File: config.mk
export PLATFORM = sky130hd
export DESIGN_NAME = layered_led_pattern_generator_top
export DESIGN_NICKNAME = d
export VERILOG_FILES = /design/src/rtl/llpg_pkg.sv /design/src/rtl/llpg_front.sv /design/src/rtl/llpg_queue.sv /design/src/rtl/llpg_back.sv /design/src/rtl/layered_led_pattern_generator_top.sv
export SDC_FILE = /design/constraint.sdc
export NUM_CORES = 1
export LEC_CHECK = 0
export ABC_AREA = 0
export BUFFER_PORTS_ARGS = -buffer_cell sky130_fd_sc_hd__buf_4
export CAP_MARGIN = 20
export CORE_ASPECT_RATIO = 1.75
export CORE_MARGIN = 8
export CORE_UTILIZATION = 45
export DETAILED_ROUTE_END_ITERATION = 16
export PLACE_DENSITY = 0.67
export SLEW_MARGIN = 10
export SYNTH_ARGS = -nofsm -noshare
export SYNTH_HDL_FRONTEND = slang
export SYNTH_SLANG_ARGS = --single-unit
File: constraint.sdc
create_clock -name clk -period 8.1 [get_ports clk]
set_input_delay 1.62 -clock clk [delete_from_list [all_inputs] [get_ports clk]]
set_output_delay 1.62 -clock clk [all_outputs]
set_load 0.01 [all_outputs]
File: src/rtl/llpg_pkg.sv
// ----------------------------------------------------------------------------
// Layered LED pattern generator package
// Shared request and result types, command, layer and pattern codes, and the
// timing constants of the LED patterns.
// ----------------------------------------------------------------------------
package llpg_pkg;

	localparam int unsigned TICK_MS           = 25;
	localparam int unsigned BREATHE_PERIOD_MS = 4000;
	localparam int unsigned PULSE_PERIOD_MS   = 2000;
	localparam int unsigned SWEEP_CYCLE_MS    = 1200;
	localparam int unsigned FAST_HALF_MS      = 250;
	localparam int unsigned RAPID_PULSE_MS    = 120;
	localparam int unsigned GREEN_HALF_MS     = 120;
	localparam int unsigned RED_HALF_MS       = 150;
	localparam int unsigned SLOW_LIT_MS       = 350;
	localparam int unsigned SLOW_DARK_MS      = 650;
	localparam int unsigned FILL_SPAN         = 84;
	localparam int unsigned CHASE_SPAN        = 74;
	localparam int unsigned FILL_MAX          = 100;

	localparam int unsigned QUEUE_DEPTH = 2;

	// Periods of the phase counters that track elapsed milliseconds.
	localparam int unsigned P_BREATHE = BREATHE_PERIOD_MS;
	localparam int unsigned P_PULSE   = PULSE_PERIOD_MS;
	localparam int unsigned P_COUNT   = SLOW_LIT_MS + SLOW_DARK_MS;
	localparam int unsigned P_RAPID   = 2 * RAPID_PULSE_MS;
	localparam int unsigned P_GREEN   = 2 * GREEN_HALF_MS;
	localparam int unsigned P_RED     = 2 * RED_HALF_MS;
	localparam int unsigned P_CHASE   = SWEEP_CYCLE_MS;
	localparam int unsigned P_FAST    = 2 * FAST_HALF_MS;

	localparam int unsigned W_BREATHE = $clog2(P_BREATHE);
	localparam int unsigned W_PULSE   = $clog2(P_PULSE);
	localparam int unsigned W_COUNT   = $clog2(P_COUNT);
	localparam int unsigned W_RAPID   = $clog2(P_RAPID);
	localparam int unsigned W_GREEN   = $clog2(P_GREEN);
	localparam int unsigned W_RED     = $clog2(P_RED);
	localparam int unsigned W_CHASE   = $clog2(P_CHASE);
	localparam int unsigned W_FAST    = $clog2(P_FAST);

	// When the 32-bit millisecond count wraps, each phase moves by the step
	// plus the part of the period lost at the wrap.
	localparam logic [63:0] MS_RANGE = 64'h1_0000_0000;
	localparam int unsigned WS_BREATHE =
		int'((64'(P_BREATHE) + 64'(TICK_MS) - MS_RANGE % 64'(P_BREATHE)) % 64'(P_BREATHE));
	localparam int unsigned WS_PULSE =
		int'((64'(P_PULSE) + 64'(TICK_MS) - MS_RANGE % 64'(P_PULSE)) % 64'(P_PULSE));
	localparam int unsigned WS_COUNT =
		int'((64'(P_COUNT) + 64'(TICK_MS) - MS_RANGE % 64'(P_COUNT)) % 64'(P_COUNT));
	localparam int unsigned WS_RAPID =
		int'((64'(P_RAPID) + 64'(TICK_MS) - MS_RANGE % 64'(P_RAPID)) % 64'(P_RAPID));
	localparam int unsigned WS_GREEN =
		int'((64'(P_GREEN) + 64'(TICK_MS) - MS_RANGE % 64'(P_GREEN)) % 64'(P_GREEN));
	localparam int unsigned WS_RED =
		int'((64'(P_RED) + 64'(TICK_MS) - MS_RANGE % 64'(P_RED)) % 64'(P_RED));
	localparam int unsigned WS_CHASE =
		int'((64'(P_CHASE) + 64'(TICK_MS) - MS_RANGE % 64'(P_CHASE)) % 64'(P_CHASE));
	localparam int unsigned WS_FAST =
		int'((64'(P_FAST) + 64'(TICK_MS) - MS_RANGE % 64'(P_FAST)) % 64'(P_FAST));

	localparam logic [1:0] CMD_TICK = 2'd0;
	localparam logic [1:0] CMD_SET  = 2'd1;
	localparam logic [1:0] CMD_FILL = 2'd2;

	localparam logic [1:0] LAYER_BASE    = 2'd0;
	localparam logic [1:0] LAYER_UPLOAD  = 2'd1;
	localparam logic [1:0] LAYER_CAPTURE = 2'd2;

	localparam logic [3:0] PAT_OFF          = 4'd0;
	localparam logic [3:0] PAT_SOLID_WHITE  = 4'd1;
	localparam logic [3:0] PAT_DIM_BREATHE  = 4'd2;
	localparam logic [3:0] PAT_AMBER_SLOW   = 4'd3;
	localparam logic [3:0] PAT_AMBER_RAPID  = 4'd4;
	localparam logic [3:0] PAT_GREEN_FLASH  = 4'd5;
	localparam logic [3:0] PAT_GREEN_PULSE  = 4'd6;
	localparam logic [3:0] PAT_GREEN_TRIPLE = 4'd7;
	localparam logic [3:0] PAT_WHITE_FLASH  = 4'd8;
	localparam logic [3:0] PAT_BLUE_PULSE   = 4'd9;
	localparam logic [3:0] PAT_RED_TRIPLE   = 4'd10;
	localparam logic [3:0] PAT_SOLID_RED    = 4'd11;
	localparam logic [3:0] PAT_AMBER_CHASE  = 4'd12;
	localparam logic [3:0] PAT_AMBER_FAST   = 4'd13;
	localparam logic [3:0] PAT_AMBER_FILL   = 4'd14;
	localparam logic [3:0] PAT_RED_FLASH    = 4'd15;

	typedef struct packed {
		logic [1:0] command;
		logic [1:0] layer;
		logic [3:0] pattern;
		logic [7:0] fill_percent;
	} cmd_t;

	typedef struct packed {
		logic [7:0] red;
		logic [7:0] green;
		logic [7:0] blue;
	} led_t;

	typedef struct packed {
		logic [W_BREATHE-1:0] breathe;
		logic [W_PULSE-1:0]   pulse;
		logic [W_COUNT-1:0]   count;
		logic [W_RAPID-1:0]   rapid;
		logic [W_GREEN-1:0]   green;
		logic [W_RED-1:0]     red;
		logic [W_CHASE-1:0]   chase;
		logic [W_FAST-1:0]    fast;
	} phase_t;

	typedef struct packed {
		logic [3:0] pattern;
		logic [6:0] fill;
		phase_t     ph;
	} job_t;

endpackage

File: src/rtl/llpg_front.sv
// ----------------------------------------------------------------------------
// Layered LED pattern generator front end
// Accepts requests, keeps the layer patterns and the elapsed-time phases, and
// turns each tick into a render job for the back end.
// ----------------------------------------------------------------------------
module llpg_front (
	input  logic             clk,
	input  logic             arst_n,
	input  logic             cmd_valid,
	input  llpg_pkg::cmd_t   cmd,
	input  logic             q_full,
	output logic             push,
	output llpg_pkg::job_t   job
);

	localparam int unsigned WB = llpg_pkg::W_BREATHE;
	localparam int unsigned WP = llpg_pkg::W_PULSE;
	localparam int unsigned WC = llpg_pkg::W_COUNT;
	localparam int unsigned WR = llpg_pkg::W_RAPID;
	localparam int unsigned WG = llpg_pkg::W_GREEN;
	localparam int unsigned WD = llpg_pkg::W_RED;
	localparam int unsigned WH = llpg_pkg::W_CHASE;
	localparam int unsigned WF = llpg_pkg::W_FAST;

	function automatic logic [15:0] step_phase(input logic [15:0] ph, input logic [15:0] period,
			input logic [15:0] wrap_step, input logic wrap);
		logic [15:0] sum;
		sum = ph + (wrap ? wrap_step : 16'(llpg_pkg::TICK_MS));
		if (sum >= period) begin
			sum = sum - period;
		end
		return sum;
	endfunction

	logic [3:0]        base_q;
	logic [3:0]        upload_q;
	logic [3:0]        capture_q;
	logic [3:0]        shown_q;
	logic              restart_q;
	logic [6:0]        fill_q;
	logic [31:0]       ms_q;
	llpg_pkg::phase_t  ph_q;

	logic              accept;
	logic              base_holds;
	logic [3:0]        win;
	logic              restart;
	logic [31:0]       ms_cur;
	logic [32:0]       ms_sum;
	logic              wrap;
	llpg_pkg::phase_t  ph_cur;
	llpg_pkg::phase_t  ph_nxt;
	logic [15:0]       s_breathe, s_pulse, s_count, s_rapid, s_green, s_red, s_chase, s_fast;

	assign accept = cmd_valid && !q_full;

	always_comb begin
		case (base_q) inside
			llpg_pkg::PAT_DIM_BREATHE, llpg_pkg::PAT_SOLID_RED, llpg_pkg::PAT_AMBER_CHASE,
			llpg_pkg::PAT_AMBER_FAST, llpg_pkg::PAT_AMBER_FILL, llpg_pkg::PAT_RED_FLASH: begin
				base_holds = 1'b1;
			end
			default: begin
				base_holds = 1'b0;
			end
		endcase
	end

	always_comb begin
		if (capture_q != llpg_pkg::PAT_OFF) begin
			win = capture_q;
		end else if (upload_q != llpg_pkg::PAT_OFF && !base_holds) begin
			win = upload_q;
		end else begin
			win = base_q;
		end
	end

	assign restart = (win != shown_q) || restart_q;
	assign ms_cur  = restart ? '0 : ms_q;
	assign ph_cur  = restart ? '0 : ph_q;
	assign ms_sum  = {1'b0, ms_cur} + 33'(llpg_pkg::TICK_MS);
	assign wrap    = ms_sum[32];

	assign s_breathe = step_phase(16'(ph_cur.breathe), 16'(llpg_pkg::P_BREATHE),
		16'(llpg_pkg::WS_BREATHE), wrap);
	assign s_pulse   = step_phase(16'(ph_cur.pulse), 16'(llpg_pkg::P_PULSE),
		16'(llpg_pkg::WS_PULSE), wrap);
	assign s_count   = step_phase(16'(ph_cur.count), 16'(llpg_pkg::P_COUNT),
		16'(llpg_pkg::WS_COUNT), wrap);
	assign s_rapid   = step_phase(16'(ph_cur.rapid), 16'(llpg_pkg::P_RAPID),
		16'(llpg_pkg::WS_RAPID), wrap);
	assign s_green   = step_phase(16'(ph_cur.green), 16'(llpg_pkg::P_GREEN),
		16'(llpg_pkg::WS_GREEN), wrap);
	assign s_red     = step_phase(16'(ph_cur.red), 16'(llpg_pkg::P_RED),
		16'(llpg_pkg::WS_RED), wrap);
	assign s_chase   = step_phase(16'(ph_cur.chase), 16'(llpg_pkg::P_CHASE),
		16'(llpg_pkg::WS_CHASE), wrap);
	assign s_fast    = step_phase(16'(ph_cur.fast), 16'(llpg_pkg::P_FAST),
		16'(llpg_pkg::WS_FAST), wrap);

	always_comb begin
		ph_nxt.breathe = s_breathe[WB-1:0];
		ph_nxt.pulse   = s_pulse[WP-1:0];
		ph_nxt.count   = s_count[WC-1:0];
		ph_nxt.rapid   = s_rapid[WR-1:0];
		ph_nxt.green   = s_green[WG-1:0];
		ph_nxt.red     = s_red[WD-1:0];
		ph_nxt.chase   = s_chase[WH-1:0];
		ph_nxt.fast    = s_fast[WF-1:0];
	end

	assign push        = accept && (cmd.command == llpg_pkg::CMD_TICK);
	assign job.pattern = win;
	assign job.fill    = fill_q;
	assign job.ph      = ph_cur;

	always_ff @(posedge clk or negedge arst_n) begin
		if (!arst_n) begin
			base_q    <= llpg_pkg::PAT_OFF;
			upload_q  <= llpg_pkg::PAT_OFF;
			capture_q <= llpg_pkg::PAT_OFF;
			shown_q   <= llpg_pkg::PAT_OFF;
			restart_q <= 1'b0;
			fill_q    <= '0;
			ms_q      <= '0;
			ph_q      <= '0;
		end else if (accept) begin
			unique case (cmd.command)
				llpg_pkg::CMD_SET: begin
					case (cmd.layer)
						llpg_pkg::LAYER_CAPTURE: capture_q <= cmd.pattern;
						llpg_pkg::LAYER_UPLOAD:  upload_q  <= cmd.pattern;
						default:                 base_q    <= cmd.pattern;
					endcase
					restart_q <= 1'b1;
				end
				llpg_pkg::CMD_FILL: begin
					fill_q <= (cmd.fill_percent > 8'(llpg_pkg::FILL_MAX)) ?
						7'(llpg_pkg::FILL_MAX) : cmd.fill_percent[6:0];
					base_q <= llpg_pkg::PAT_AMBER_FILL;
				end
				llpg_pkg::CMD_TICK: begin
					shown_q   <= win;
					restart_q <= 1'b0;
					ms_q      <= ms_sum[31:0];
					ph_q      <= ph_nxt;
				end
				default: begin
				end
			endcase
		end
	end

endmodule

File: src/rtl/llpg_queue.sv
// ----------------------------------------------------------------------------
// Layered LED pattern generator job queue
// A short first-in first-out buffer of render jobs between the front end
// and the back end.
// ----------------------------------------------------------------------------
module llpg_queue #(
	parameter int unsigned DEPTH = llpg_pkg::QUEUE_DEPTH
) (
	input  logic            clk,
	input  logic            arst_n,
	input  logic            push,
	input  llpg_pkg::job_t  push_data,
	output logic            full,
	input  logic            pop,
	output llpg_pkg::job_t  pop_data,
	output logic            avail
);

	localparam int unsigned PTR_W = (DEPTH > 1) ? $clog2(DEPTH) : 1;
	localparam int unsigned CNT_W = $clog2(DEPTH + 1);

	llpg_pkg::job_t    entries_q [DEPTH];
	logic [PTR_W-1:0]  wr_ptr_q;
	logic [PTR_W-1:0]  rd_ptr_q;
	logic [CNT_W-1:0]  count_q;

	assign full     = (count_q == CNT_W'(DEPTH));
	assign avail    = (count_q != '0);
	assign pop_data = entries_q[rd_ptr_q];

	always_ff @(posedge clk) begin
		if (push) begin
			entries_q[wr_ptr_q] <= push_data;
		end
	end

	always_ff @(posedge clk or negedge arst_n) begin
		if (!arst_n) begin
			wr_ptr_q <= '0;
			rd_ptr_q <= '0;
			count_q  <= '0;
		end else begin
			if (push) begin
				wr_ptr_q <= (wr_ptr_q == PTR_W'(DEPTH - 1)) ? '0 : wr_ptr_q + 1'b1;
			end
			if (pop) begin
				rd_ptr_q <= (rd_ptr_q == PTR_W'(DEPTH - 1)) ? '0 : rd_ptr_q + 1'b1;
			end
			if (push && !pop) begin
				count_q <= count_q + 1'b1;
			end else if (pop && !push) begin
				count_q <= count_q - 1'b1;
			end
		end
	end

endmodule

File: src/rtl/llpg_back.sv
// ----------------------------------------------------------------------------
// Layered LED pattern generator back end
// Renders the color of one job from its pattern and phases and holds it in
// the output register until the receiver takes it.
// ----------------------------------------------------------------------------
module llpg_back (
	input  logic            clk,
	input  logic            arst_n,
	input  logic            job_avail,
	input  llpg_pkg::job_t  job,
	output logic            pop,
	output logic            led_valid,
	input  logic            led_stall,
	output llpg_pkg::led_t  led
);

	localparam int unsigned WB = llpg_pkg::W_BREATHE;
	localparam int unsigned WP = llpg_pkg::W_PULSE;
	localparam int unsigned WC = llpg_pkg::W_COUNT;
	localparam int unsigned WR = llpg_pkg::W_RAPID;
	localparam int unsigned WG = llpg_pkg::W_GREEN;
	localparam int unsigned WD = llpg_pkg::W_RED;
	localparam int unsigned WH = llpg_pkg::W_CHASE;
	localparam int unsigned WF = llpg_pkg::W_FAST;

	// Scaled divisions by reciprocal multiplication. The fractions are the
	// reduced forms of 12/2000, 60/1000, 50/1000, 74/1200 and 84/100; each
	// shift is chosen so that the truncated quotient is exact over the range.
	localparam int unsigned BR_NUM = 3;
	localparam int unsigned BR_DEN = 500;
	localparam int unsigned BR_SHIFT = 24;
	localparam int unsigned BR_MUL = BR_NUM * ((2**BR_SHIFT + BR_DEN - 1) / BR_DEN);
	localparam int unsigned GP_NUM = 3;
	localparam int unsigned GP_DEN = 50;
	localparam int unsigned GP_SHIFT = 16;
	localparam int unsigned GP_MUL = GP_NUM * ((2**GP_SHIFT + GP_DEN - 1) / GP_DEN);
	localparam int unsigned BP_NUM = 1;
	localparam int unsigned BP_DEN = 20;
	localparam int unsigned BP_SHIFT = 16;
	localparam int unsigned BP_MUL = BP_NUM * ((2**BP_SHIFT + BP_DEN - 1) / BP_DEN);
	localparam int unsigned CH_NUM = 37;
	localparam int unsigned CH_DEN = 600;
	localparam int unsigned CH_SHIFT = 26;
	localparam int unsigned CH_MUL = CH_NUM * ((2**CH_SHIFT + CH_DEN - 1) / CH_DEN);
	localparam int unsigned FL_NUM = 21;
	localparam int unsigned FL_DEN = 25;
	localparam int unsigned FL_SHIFT = 16;
	localparam int unsigned FL_MUL = FL_NUM * ((2**FL_SHIFT + FL_DEN - 1) / FL_DEN);

	localparam int unsigned BR_PW = WB + $clog2(BR_MUL + 1);
	localparam int unsigned GP_PW = WP + $clog2(GP_MUL + 1);
	localparam int unsigned BP_PW = WP + $clog2(BP_MUL + 1);
	localparam int unsigned CH_PW = WH + $clog2(CH_MUL + 1);
	localparam int unsigned FL_PW = 7 + $clog2(FL_MUL + 1);

	logic [WB-1:0]     up_br;
	logic [WP-1:0]     up_pu;
	logic [BR_PW-1:0]  prod_br;
	logic [GP_PW-1:0]  prod_gp;
	logic [BP_PW-1:0]  prod_bp;
	logic [CH_PW-1:0]  prod_ch;
	logic [FL_PW-1:0]  prod_fl;
	logic [7:0]        lvl_br, lvl_gp, lvl_bp, lvl_ch, lvl_fl;
	llpg_pkg::led_t    color;
	logic              led_valid_q;
	llpg_pkg::led_t    led_q;

	assign up_br = (job.ph.breathe < WB'(llpg_pkg::P_BREATHE / 2)) ?
		job.ph.breathe : WB'(llpg_pkg::P_BREATHE) - job.ph.breathe;
	assign up_pu = (job.ph.pulse < WP'(llpg_pkg::P_PULSE / 2)) ?
		job.ph.pulse : WP'(llpg_pkg::P_PULSE) - job.ph.pulse;

	assign prod_br = BR_PW'(up_br) * BR_PW'(BR_MUL);
	assign prod_gp = GP_PW'(up_pu) * GP_PW'(GP_MUL);
	assign prod_bp = BP_PW'(up_pu) * BP_PW'(BP_MUL);
	assign prod_ch = CH_PW'(job.ph.chase) * CH_PW'(CH_MUL);
	assign prod_fl = FL_PW'(job.fill) * FL_PW'(FL_MUL);

	assign lvl_br = 8'(prod_br >> BR_SHIFT) + 8'd2;
	assign lvl_gp = 8'(prod_gp >> GP_SHIFT) + 8'd6;
	assign lvl_bp = 8'(prod_bp >> BP_SHIFT) + 8'd10;
	assign lvl_ch = 8'(prod_ch >> CH_SHIFT) + 8'd6;
	assign lvl_fl = 8'(prod_fl >> FL_SHIFT) + 8'd6;

	always_comb begin
		color = '0;
		unique case (job.pattern)
			llpg_pkg::PAT_SOLID_WHITE: begin
				color = '{red: 8'd12, green: 8'd12, blue: 8'd12};
			end
			llpg_pkg::PAT_DIM_BREATHE: begin
				color = '{red: lvl_br, green: lvl_br, blue: lvl_br};
			end
			llpg_pkg::PAT_AMBER_SLOW: begin
				if (job.ph.count < WC'(llpg_pkg::SLOW_LIT_MS)) begin
					color = '{red: 8'd80, green: 8'd40, blue: 8'd0};
				end
			end
			llpg_pkg::PAT_AMBER_RAPID: begin
				if (job.ph.rapid >= WR'(llpg_pkg::RAPID_PULSE_MS)) begin
					color = '{red: 8'd80, green: 8'd40, blue: 8'd0};
				end
			end
			llpg_pkg::PAT_GREEN_FLASH: begin
				color.green = 8'd90;
			end
			llpg_pkg::PAT_GREEN_PULSE: begin
				color.green = lvl_gp;
			end
			llpg_pkg::PAT_GREEN_TRIPLE: begin
				if (job.ph.green < WG'(llpg_pkg::GREEN_HALF_MS)) begin
					color.green = 8'd100;
				end
			end
			llpg_pkg::PAT_WHITE_FLASH: begin
				color = '{red: 8'd120, green: 8'd120, blue: 8'd120};
			end
			llpg_pkg::PAT_BLUE_PULSE: begin
				color.blue = lvl_bp;
			end
			llpg_pkg::PAT_RED_TRIPLE: begin
				if (job.ph.red < WD'(llpg_pkg::RED_HALF_MS)) begin
					color.red = 8'd90;
				end
			end
			llpg_pkg::PAT_SOLID_RED: begin
				color.red = 8'd64;
			end
			llpg_pkg::PAT_AMBER_CHASE: begin
				color = '{red: lvl_ch, green: lvl_ch >> 1, blue: 8'd0};
			end
			llpg_pkg::PAT_AMBER_FAST: begin
				if (job.ph.fast < WF'(llpg_pkg::FAST_HALF_MS)) begin
					color = '{red: 8'd90, green: 8'd45, blue: 8'd0};
				end else begin
					color = '{red: 8'd6, green: 8'd3, blue: 8'd0};
				end
			end
			llpg_pkg::PAT_AMBER_FILL: begin
				color = '{red: lvl_fl, green: lvl_fl >> 1, blue: 8'd0};
			end
			llpg_pkg::PAT_RED_FLASH: begin
				color.red = 8'd110;
			end
			default: begin
				color = '0;
			end
		endcase
	end

	assign pop       = job_avail && (!led_valid_q || !led_stall);
	assign led_valid = led_valid_q;
	assign led       = led_q;

	always_ff @(posedge clk) begin
		if (pop) begin
			led_q <= color;
		end
	end

	always_ff @(posedge clk or negedge arst_n) begin
		if (!arst_n) begin
			led_valid_q <= 1'b0;
		end else if (pop) begin
			led_valid_q <= 1'b1;
		end else if (!led_stall) begin
			led_valid_q <= 1'b0;
		end
	end

endmodule

File: src/rtl/layered_led_pattern_generator_top.sv
// ----------------------------------------------------------------------------
// Layered LED pattern generator
// Drives one RGB LED from base, upload and capture pattern layers.
// ----------------------------------------------------------------------------
// The cmd channel carries requests: a set request writes one layer's pattern,
// a fill request sets the amber fill level, and a tick request renders the
// winning layer for the next 25 ms step. Only a tick produces a result, which
// leaves on the led channel as one red, green and blue triple.
// A request is taken whenever cmd_stall is low, so the block sustains one
// request per clock while cmd_stall stays low. A tick accepted while the
// queue and the output register are empty passes through the queue into the
// output register, from which it shows on led. The job queue lies between
// the front end and the output register of the renderer; the phase steps
// and the reciprocal multiplications are combinational.
// Reset clears all layers to off, the fill level and the elapsed time to
// zero, and empties the queue and the output register.
// While led_stall is high the result holds; the queue absorbs further ticks
// and cmd_stall rises once it is full.
// ----------------------------------------------------------------------------
module layered_led_pattern_generator_top #(
	parameter int unsigned QUEUE_DEPTH = llpg_pkg::QUEUE_DEPTH
) (
	input  logic            clk,
	input  logic            arst_n,
	input  logic            cmd_valid,
	output logic            cmd_stall,
	input  llpg_pkg::cmd_t  cmd,
	output logic            led_valid,
	input  logic            led_stall,
	output llpg_pkg::led_t  led
);

	logic            push;
	logic            q_full;
	logic            pop;
	logic            avail;
	llpg_pkg::job_t  push_job;
	llpg_pkg::job_t  pop_job;

	assign cmd_stall = q_full;

	llpg_front u_front (
		.clk       (clk),
		.arst_n    (arst_n),
		.cmd_valid (cmd_valid),
		.cmd       (cmd),
		.q_full    (q_full),
		.push      (push),
		.job       (push_job)
	);

	llpg_queue #(
		.DEPTH (QUEUE_DEPTH)
	) u_queue (
		.clk       (clk),
		.arst_n    (arst_n),
		.push      (push),
		.push_data (push_job),
		.full      (q_full),
		.pop       (pop),
		.pop_data  (pop_job),
		.avail     (avail)
	);

	llpg_back u_back (
		.clk       (clk),
		.arst_n    (arst_n),
		.job_avail (avail),
		.job       (pop_job),
		.pop       (pop),
		.led_valid (led_valid),
		.led_stall (led_stall),
		.led       (led)
	);

endmodule

==> results of run 1 <==
kinds of logic (layout without fill, tap and decap cells):
group / count (synthesis) / in the layout / synth area share (%)
AND/OR/NAND/NOR: 804 / 804 / 13.3
adder cells (fa/ha/maj): 638 / 638 / 31.2
AO/OA/AOI/OAI: 585 / 585 / 12.6
buffers and inverters: 503 / 574 / 6.28
flip-flops: 323 / 323 / 29.1
XOR/XNOR: 161 / 161 / 4.60
multiplexers: 84 / 84 / 2.89
critical path: cells and delay by family (launching register included):
kind	cells	cell delay [ns]
and+or+nand+nor	6	1.35
buffers and inverters	7	0.81
AOI/OAI and AO/OA	7	1.80
DFF	1	0.54
xor gates and xnor gates	3	0.48
adders and majority gates	6	2.63
cell type report:
| class | count | area, sq um | share of cell area [%] |
|---|---|---|---|
| multi-input cells | 2272 | 20200 | 59.9 |
| flip-flops and latches | 323 | 9010 | 26.7 |
| inverters | 420 | 1580 | 4.68 |
| well taps | 903 | 1130 | 3.35 |
| repair buffers | 98 | 806 | 2.39 |
| clock buffers | 33 | 803 | 2.38 |
| clock inverters | 23 | 189 | 0.561 |
synth_stat cells, types with 25 or more instances:
library cell / number
inv_1: 419
xor2_1: 53
o21ai_0: 114
ha_1: 416
nor3_1: 38
xnor2_1: 107
nand3_1: 64
nor2b_1: 32
nand2_1: 230
a21oi_1: 149
mux2i_1: 44
and2_1: 91
mux2_2: 37
a21o_1: 43
fa_1: 222
dfrtp_1: 139
o21ai_1: 31
nand4_1: 32
clkbuf_1: 55
nor2_1: 160
edfxtp_1: 184
and3_1: 31
nand2b_1: 25
a31oi_1: 28
registers in the layout, summed over array words and instances, names as in the netlist:
register	cells
u_front.capture_q	4
u_queue.rd_ptr_q	1
u_front.base_q	4
u_front.ph_q	78
u_queue.wr_ptr_q	1
u_front.ms_q	32
u_queue.entries_q	160
u_front.upload_q	4
u_front.shown_q	4
u_back.led	24
u_back.led_valid	1
u_queue.count_q	2
u_front.fill_q	7
u_front.restart_q	1
repair_timing:
item                       in CTS  in global routing
resized for setup               0                 34
hold endpoints to repair        0                  0
hold buffers                    0                  0
setup endpoints to repair       0                 14
setup buffers                   0                  1
layer usage:
metal	part of all wire (%)	global-route usage, %	up-vias
met2	56	36.7	396
li1	-	-	10843
met3	2.4	1.48	208
met1	36	18.1	10700
met4	6.1	10.9	0
met5	0	0	-
path summary, 6_finish.rpt:
kind	from	to	cells after the start
setup reg to reg	u_queue.rd_ptr_q$_DFFE_PN0P_	u_back.led[14]$_DFFE_PP_	29
hold / removal	u_front.ph_q[8]$_DFFE_PN0P_	u_front.ph_q[8]$_DFFE_PN0P_	1
setup / recovery	u_queue.rd_ptr_q$_DFFE_PN0P_	u_back.led[14]$_DFFE_PP_	29
min in group asynchronous	arst_n	u_front.ph_q[5]$_DFFE_PN0P_	1
hold reg to reg	u_front.ph_q[8]$_DFFE_PN0P_	u_front.ph_q[8]$_DFFE_PN0P_	1
max in group asynchronous	arst_n	u_front.ph_q[16]$_DFFE_PN0P_	2
metrics by stage:
stage          setup WS [ns]  setup TNS [ns]  util (%)  hold slack, ns
2_1_floorplan         0.0279               0         -           0.433
3_3_place_gp           0.202               0      47.5           0.454
3_5_place_dp          0.0797               0      47.5           0.457
4_1_cts               0.0754               0      49.0           0.467
5_1_grt              -0.0627          -0.194      49.3           0.494
6_report               0.249               0      49.3           0.468
==> reports/metrics.json, run 1 <==
{
  "critical_path": {
    "critical-path-slowest-cell": "fa_1",
    "worst-r2r-setup-slack_ns": 0.25,
    "critPathLaunchType": "register",
    "worst-endpoint-arrival_ns": 8.22,
    "crit_top_cell": "inv_1",
    "capturing_element_type_of_the_critical_path": "register",
    "setup.worst_path.class": "reg2reg",
    "worst_ep_required_time_ns": 8.47,
    "critical_path.max_fanout": 14,
    "max_stage_delay_ns": 0.55
  },
  "placement": {
    "placed_cells": 4013,
    "portBuffers": 45,
    "gp_routability_congestion": 0.961,
    "placed_cell_area_sq_um": 32500,
    "hpwlAfterDp_mm": 57.9
  },
  "timing": {
    "period_needed_ns": 7.85,
    "finalSetupViolCount": 0,
    "rsz_0062_raised_after_global_routing": "true",
    "tightestPinTransition_ns": 0.897,
    "timing.slew.headroom_pct": 39.7,
    "final_min_period_over_clock_period_pct": 96.9,
    "clock_skew_ns": 0.0418,
    "finalHoldViolCount": 0,
    "report.final.slew_viol_count": 0,
    "max_freq_mhz": 127
  },
  "layout": {
    "layout_common_cells": "inv_1 (416), ha_1 (415), nand2_1 (230), fa_1 (222), edfxtp_1 (184)",
    "finalNetCount": 3803,
    "syn2layout_area_growth_pct": 8.88,
    "num-fill-cells": 6294,
    "layout.cells.non_filler": 4072,
    "ant_diodes": 0,
    "ratio_of_cells_with_drive_above_1_in_the_final_layout_pct": 9.06,
    "layout.cell_area.non_filler_sq_um": 33700,
    "layout.cells.most_common": "inv_1"
  },
  "yosys": {
    "synth_top_flop_cell": "edfxtp_1",
    "synth_seq_area_share_pct": 29.1,
    "synth_area_leaders": "edfxtp_1 (18%), ha_1 (17%), fa_1 (14%)",
    "postSynthAreaPerCell_sq_um": 9.99,
    "ys_ff_latch": 323,
    "post_syn_nets": 3756,
    "synth_top_area_share_pct": 17.9,
    "synthArstFlopShare_pct": 43.0,
    "synth.cell_area_sq_um": 30900,
    "yosys.cell_types.count": 108,
    "yosysTopAreaCell": "edfxtp_1",
    "warnings_synthesis": 0,
    "synth_edf_count": 184,
    "syn_inst": 3098
  },
  "cts": {
    "cts_htree_levels": 1,
    "clock_sinks": 323,
    "clk_transition_reported_paths_ns": 0.07,
    "worstSkewPairLatency_ns": 0.62,
    "cts_tree": "yes",
    "max-clock-path-buffers": 3,
    "cts.root.buffer_cell": "clkbuf_16",
    "cts_buffers": 30
  },
  "global_route": {
    "grt_pass1_vias": 23488,
    "grt_first_pass_wirelength_mm": 117,
    "overflow_left_after_global_routing": 0,
    "initial_antenna_violation_count": 0,
    "grt_util_all_layers_pct": 18.4,
    "grt_max_degree": 81
  },
  "min_path": {
    "min-delay-path-class": "reg2reg"
  },
  "drt": {
    "routed_wirelength_mm": 71.5,
    "vias": 22147,
    "drcViolationCount": 0,
    "detailedRoute.firstIterationViolations": 998,
    "detail_route.wl_per_cell_um": 17.5,
    "postRouteAntennaNets": 0,
    "detailedRoute.firstPassIterationCount": 7,
    "viasPerCell": 5.44
  },
  "flow_run": {
    "cap_viol_max_count": 0
  },
  "floorplan": {
    "core_region_area_sq_um": 68300,
    "floorplan.initialDensity_pct": 45.3,
    "die_outline_area_sq_um": 77700,
    "floorplan.rows": 127,
    "die-height_um": 363,
    "io_pins": 46,
    "die_wd_um": 214
  },
  "status": {
    "outcome": "complete, no violations"
  }
}
Power of run 1 is not shown: default switching activity piles up to over one toggle a cycle in this logic, so the estimate is an artifact.
==> run 2: changes to the inputs <==
--- a/config.mk
+++ b/config.mk
@@ -10,9 +10,10 @@
 export CAP_MARGIN = 20
 export CORE_ASPECT_RATIO = 1.75
 export CORE_MARGIN = 8
-export CORE_UTILIZATION = 45
+export CORE_UTILIZATION = 56
 export DETAILED_ROUTE_END_ITERATION = 16
-export PLACE_DENSITY = 0.67
+export PLACE_DENSITY = 0.8
+export SKIP_CTS_REPAIR_TIMING = 1
 export SLEW_MARGIN = 10
 export SYNTH_ARGS = -nofsm -noshare
 export SYNTH_HDL_FRONTEND = slang
==> run 2 against run 1 <==
Clock skew is 0.0080 ns lower. Critical path depth is 3 lower. Maximum frequency is 0.11% lower. Count of clock-buffer cells in the layout is 4 lower. Critical path type unchanged. Largest cell class unchanged. Highest routed layer unchanged.
==> reports/metrics.json, run 2 (synthesis results as in run 1) <==
{
  "placement": {
    "gp_routability_congestion": {"value": 0.986, "change": "was 0.961"},
    "placed_cells": {"value": 3798, "change": "was 4013"},
    "portBuffers": {"value": 45, "change": "unchanged"},
    "hpwlAfterDp": {"value": 56.0, "unit": "mm", "change": "was 57.9 mm"}
  },
  "critical_path": {
    "crit-reg2reg-launch": {"value": "u_queue.rd_ptr_q$_DFFE_PN0P_", "change": "unchanged"},
    "critical_path.max_fanout": {"value": 6, "change": "was 14"},
    "worst_ep_required_time": {"value": 8.41, "unit": "ns", "change": "was 8.47 ns"},
    "capturing_element_type_of_the_critical_path": {"value": "register", "change": "unchanged"},
    "r2r-end": {"value": "u_back.led[14]$_DFFE_PP_", "change": "unchanged"},
    "critPathLaunchType": {"value": "register", "change": "unchanged"},
    "setup.worst_path.class": {"value": "reg2reg", "change": "unchanged"},
    "worst-r2r-setup-slack": {"value": 0.24, "unit": "ns", "change": "was 0.25 ns"},
    "worst-endpoint-arrival": {"value": 8.17, "unit": "ns", "change": "was 8.22 ns"},
    "worstRegToRegCells": {"value": 26, "change": "was 29"}
  },
  "drt": {
    "routed_wirelength": {"value": 69.4, "unit": "mm", "change": "was 71.5 mm"},
    "vias": {"value": 22585, "change": "was 22.1k"},
    "detailedRoute.firstIterationViolations": {"value": 1403, "change": "was 998"},
    "detail_route.wl_per_cell": {"value": 18.0, "unit": "um", "change": "was 17.5 um"},
    "detailedRoute.firstPassIterationCount": {"value": 6, "change": "was 7"},
    "drcViolationCount": {"value": 0, "change": "unchanged"},
    "viasPerCell": {"value": 5.87, "change": "was 5.44"},
    "postRouteAntennaNets": {"value": 0, "change": "unchanged"}
  },
  "layout": {
    "multi_input_combinational_cell_area": {"value": 20200, "unit": "sq um", "change": "about the same"},
    "layout.cells.non_filler": {"value": 3849, "change": "was 4072"},
    "ratio_of_cells_with_drive_above_1_in_the_final_layout": {"value": 8.37, "unit": "%", "change": "was 9.06%"},
    "layout.cells.most_common": {"value": "inv_1", "change": "unchanged"},
    "reg.largest.list": {"value": "u_queue.entries_q (160), u_front.ph_q (78), u_front.ms_q (32)", "change": "unchanged"},
    "max_ffs_per_register": {"value": 160, "change": "unchanged"},
    "ant_diodes": {"value": 0, "change": "unchanged"},
    "final-seq-area": {"value": 9010, "unit": "sq um", "change": "unchanged"},
    "regMostFlops": {"value": "u_queue.entries_q", "change": "unchanged"},
    "syn2layout_area_growth": {"value": 7.40, "unit": "%", "change": "was 8.88%"},
    "layout_common_cells": {"value": "inv_1 (416), ha_1 (415), nand2_1 (230), fa_1 (222), edfxtp_1 (184)", "change": "unchanged"},
    "finalNetCount": {"value": 3790, "change": "was 3803"},
    "num-fill-cells": {"value": 4390, "change": "was 6294"}
  },
  "timing": {
    "final_min_period_over_clock_period": {"value": 97.0, "unit": "%", "change": "was 96.9%"},
    "max_freq": {"value": 127, "unit": "MHz", "change": "about the same"},
    "finalHoldViolCount": {"value": 0, "change": "unchanged"},
    "report.final.slew_viol_count": {"value": 0, "change": "unchanged"},
    "finalSetupViolCount": {"value": 0, "change": "unchanged"},
    "rsz_0062_raised_after_global_routing": {"value": "true", "change": "unchanged"},
    "clock_skew": {"value": 0.0339, "unit": "ns", "change": "was 0.0418 ns"},
    "tightestPinTransition": {"value": 0.905, "unit": "ns", "change": "was 0.897 ns"},
    "period_needed": {"value": 7.86, "unit": "ns", "change": "was 7.85 ns"},
    "timing.slew.headroom": {"value": 39.6, "unit": "%", "change": "was 39.7%"}
  },
  "min_path": {
    "holdCritStartpoint": {"value": "u_front.ms_q[18]$_DFFE_PN0P_", "change": "was u_front.ph_q[8]$_DFFE_PN0P_"},
    "min_to": {"value": "u_front.ms_q[18]$_DFFE_PN0P_", "change": "was u_front.ph_q[8]$_DFFE_PN0P_"},
    "min-delay-path-class": {"value": "reg2reg", "change": "unchanged"},
    "timing.hold.worst_path_depth": {"value": 1, "change": "unchanged"}
  },
  "cts": {
    "max-clock-path-buffers": {"value": 3, "change": "unchanged"},
    "cts.root.buffer_cell": {"value": "clkbuf_16", "change": "unchanged"},
    "cts_htree_levels": {"value": 1, "change": "unchanged"},
    "clk_transition_reported_paths": {"value": 0.07, "unit": "ns", "change": "about the same"},
    "clock_sinks": {"value": 323, "change": "unchanged"},
    "worstSkewPairLatency": {"value": 0.59, "unit": "ns", "change": "was 0.62 ns"},
    "cts_buffers": {"value": 28, "change": "was 30"},
    "cts_tree": {"value": "yes", "change": "unchanged"}
  },
  "global_route": {
    "grt_max_degree": {"value": 140, "change": "was 81"},
    "initial_antenna_violation_count": {"value": 0, "change": "unchanged"},
    "met2_usage": {"value": 43.1, "unit": "%", "change": "was 36.7%"},
    "globalRouteMet3Util": {"value": 2.50, "unit": "%", "change": "was 1.48%"},
    "overflow_left_after_global_routing": {"value": 0, "change": "unchanged"},
    "grt.busiest_layer": {"value": "met2", "change": "unchanged"},
    "grt_util_all_layers": {"value": 21.9, "unit": "%", "change": "was 18.4%"},
    "grt_first_pass_wirelength": {"value": 114, "unit": "mm", "change": "was 117 mm"},
    "grt_pass1_vias": {"value": 23689, "change": "was 23.5k"},
    "gr-usage-met1": {"value": 21.6, "unit": "%", "change": "was 18.1%"}
  },
  "floorplan": {
    "die_wd": {"value": 194, "unit": "um", "change": "was 214 um"},
    "io_pins": {"value": 46, "change": "unchanged"},
    "core_region_area": {"value": 54900, "unit": "sq um", "change": "was 68300 sq um"},
    "floorplan.rows": {"value": 114, "change": "was 127"},
    "die-height": {"value": 327, "unit": "um", "change": "was 363 um"},
    "floorplan.initialDensity": {"value": 56.3, "unit": "%", "change": "was 45.3%"},
    "die_outline_area": {"value": 63300, "unit": "sq um", "change": "was 77700 sq um"}
  },
  "status": {
    "outcome": {"value": "complete, no violations", "change": "unchanged"}
  },
  "flow_run": {
    "cap_viol_max_count": {"value": 0, "change": "unchanged"}
  }
}
run 2: cell types whose count changed in the layout (fill, tap and decap cells not counted), sizes merged:
cell	change
clkbuf	-5
buf	-10
clkinvlp	+2
clkinv	-1
inv	-5
bufinv	+3
run 2: through the flow:
step                area [sq um]  setup TNS (ns)  hold slack (ns)  utilization [%]  setup WS, ns
global placement           32100               0            0.452             58.5         0.201
finish                     33200               0            0.471             60.5         0.240
global route               33200          -0.182            0.496             60.5       -0.0800
floorplan                  30900               0            0.433                -        0.0279
CTS                        33100         -0.0318            0.476             60.2       -0.0318
detailed placement         32100         -0.0171            0.463             58.5       -0.0171
run 2: worst max-delay path by stage:
stage	start	slack, ns	to
after floorplan	u_queue.rd_ptr_q$_DFFE_PN0P_	0.03	u_back.led[13]$_DFFE_PP_
final	u_queue.rd_ptr_q$_DFFE_PN0P_	0.24	u_back.led[14]$_DFFE_PP_
after global placement	u_queue.rd_ptr_q$_DFFE_PN0P_	0.20	u_back.led[14]$_DFFE_PP_
after global routing	u_queue.rd_ptr_q$_DFFE_PN0P_	-0.08	u_back.led[5]$_DFFE_PP_
after CTS	u_queue.rd_ptr_q$_DFFE_PN0P_	-0.03	u_back.led[13]$_DFFE_PP_
after detailed placement	u_queue.rd_ptr_q$_DFFE_PN0P_	-0.02	u_back.led[13]$_DFFE_PP_
run 2: metal layers:
metal,vias to the layer above,part of all wire [%]
met2,551,54
met3,271,3.4
met1,10943,36
met5,-,0
li1,10820,-
met4,0,6.7
run 2: final cells by class:
| class | count | share of cell area, % |
|---|---|---|
| Tap cell | 696 | 2.62 |
| Timing Repair Buffer | 87 | 2.06 |
| Multi-Input combinational cell | 2272 | 60.7 |
| Clock buffer | 29 | 2.12 |
| Clock inverter | 22 | 0.670 |
| Inverter | 420 | 4.74 |
| Sequential cell | 323 | 27.1 |
run 2: worst max-delay path, stage by stage (launching register included):
cell	delay, ns
dfrtp_4	0.47
or3b_2	0.46
a21oi_2	0.16
o21ai_0	0.15
or2_2	0.32
a31oi_2	0.25
xnor2_1	0.21
inv_2	0.10
fa_1	0.58
inv_1	0.08
fa_1	0.48
inv_1	0.06
fa_1	0.51
fa_1	0.55
inv_1	0.06
fa_1	0.53
inv_1	0.06
ha_1	0.34
a21oi_1	0.17
o221ai_1	0.14
a21o_1	0.21
a221oi_2	0.37
a21boi_0	0.23
or2_2	0.36
nor4_2	0.28
xnor2_1	0.13
a211o_1	0.32
Power of run 2 is left out for the same reason.
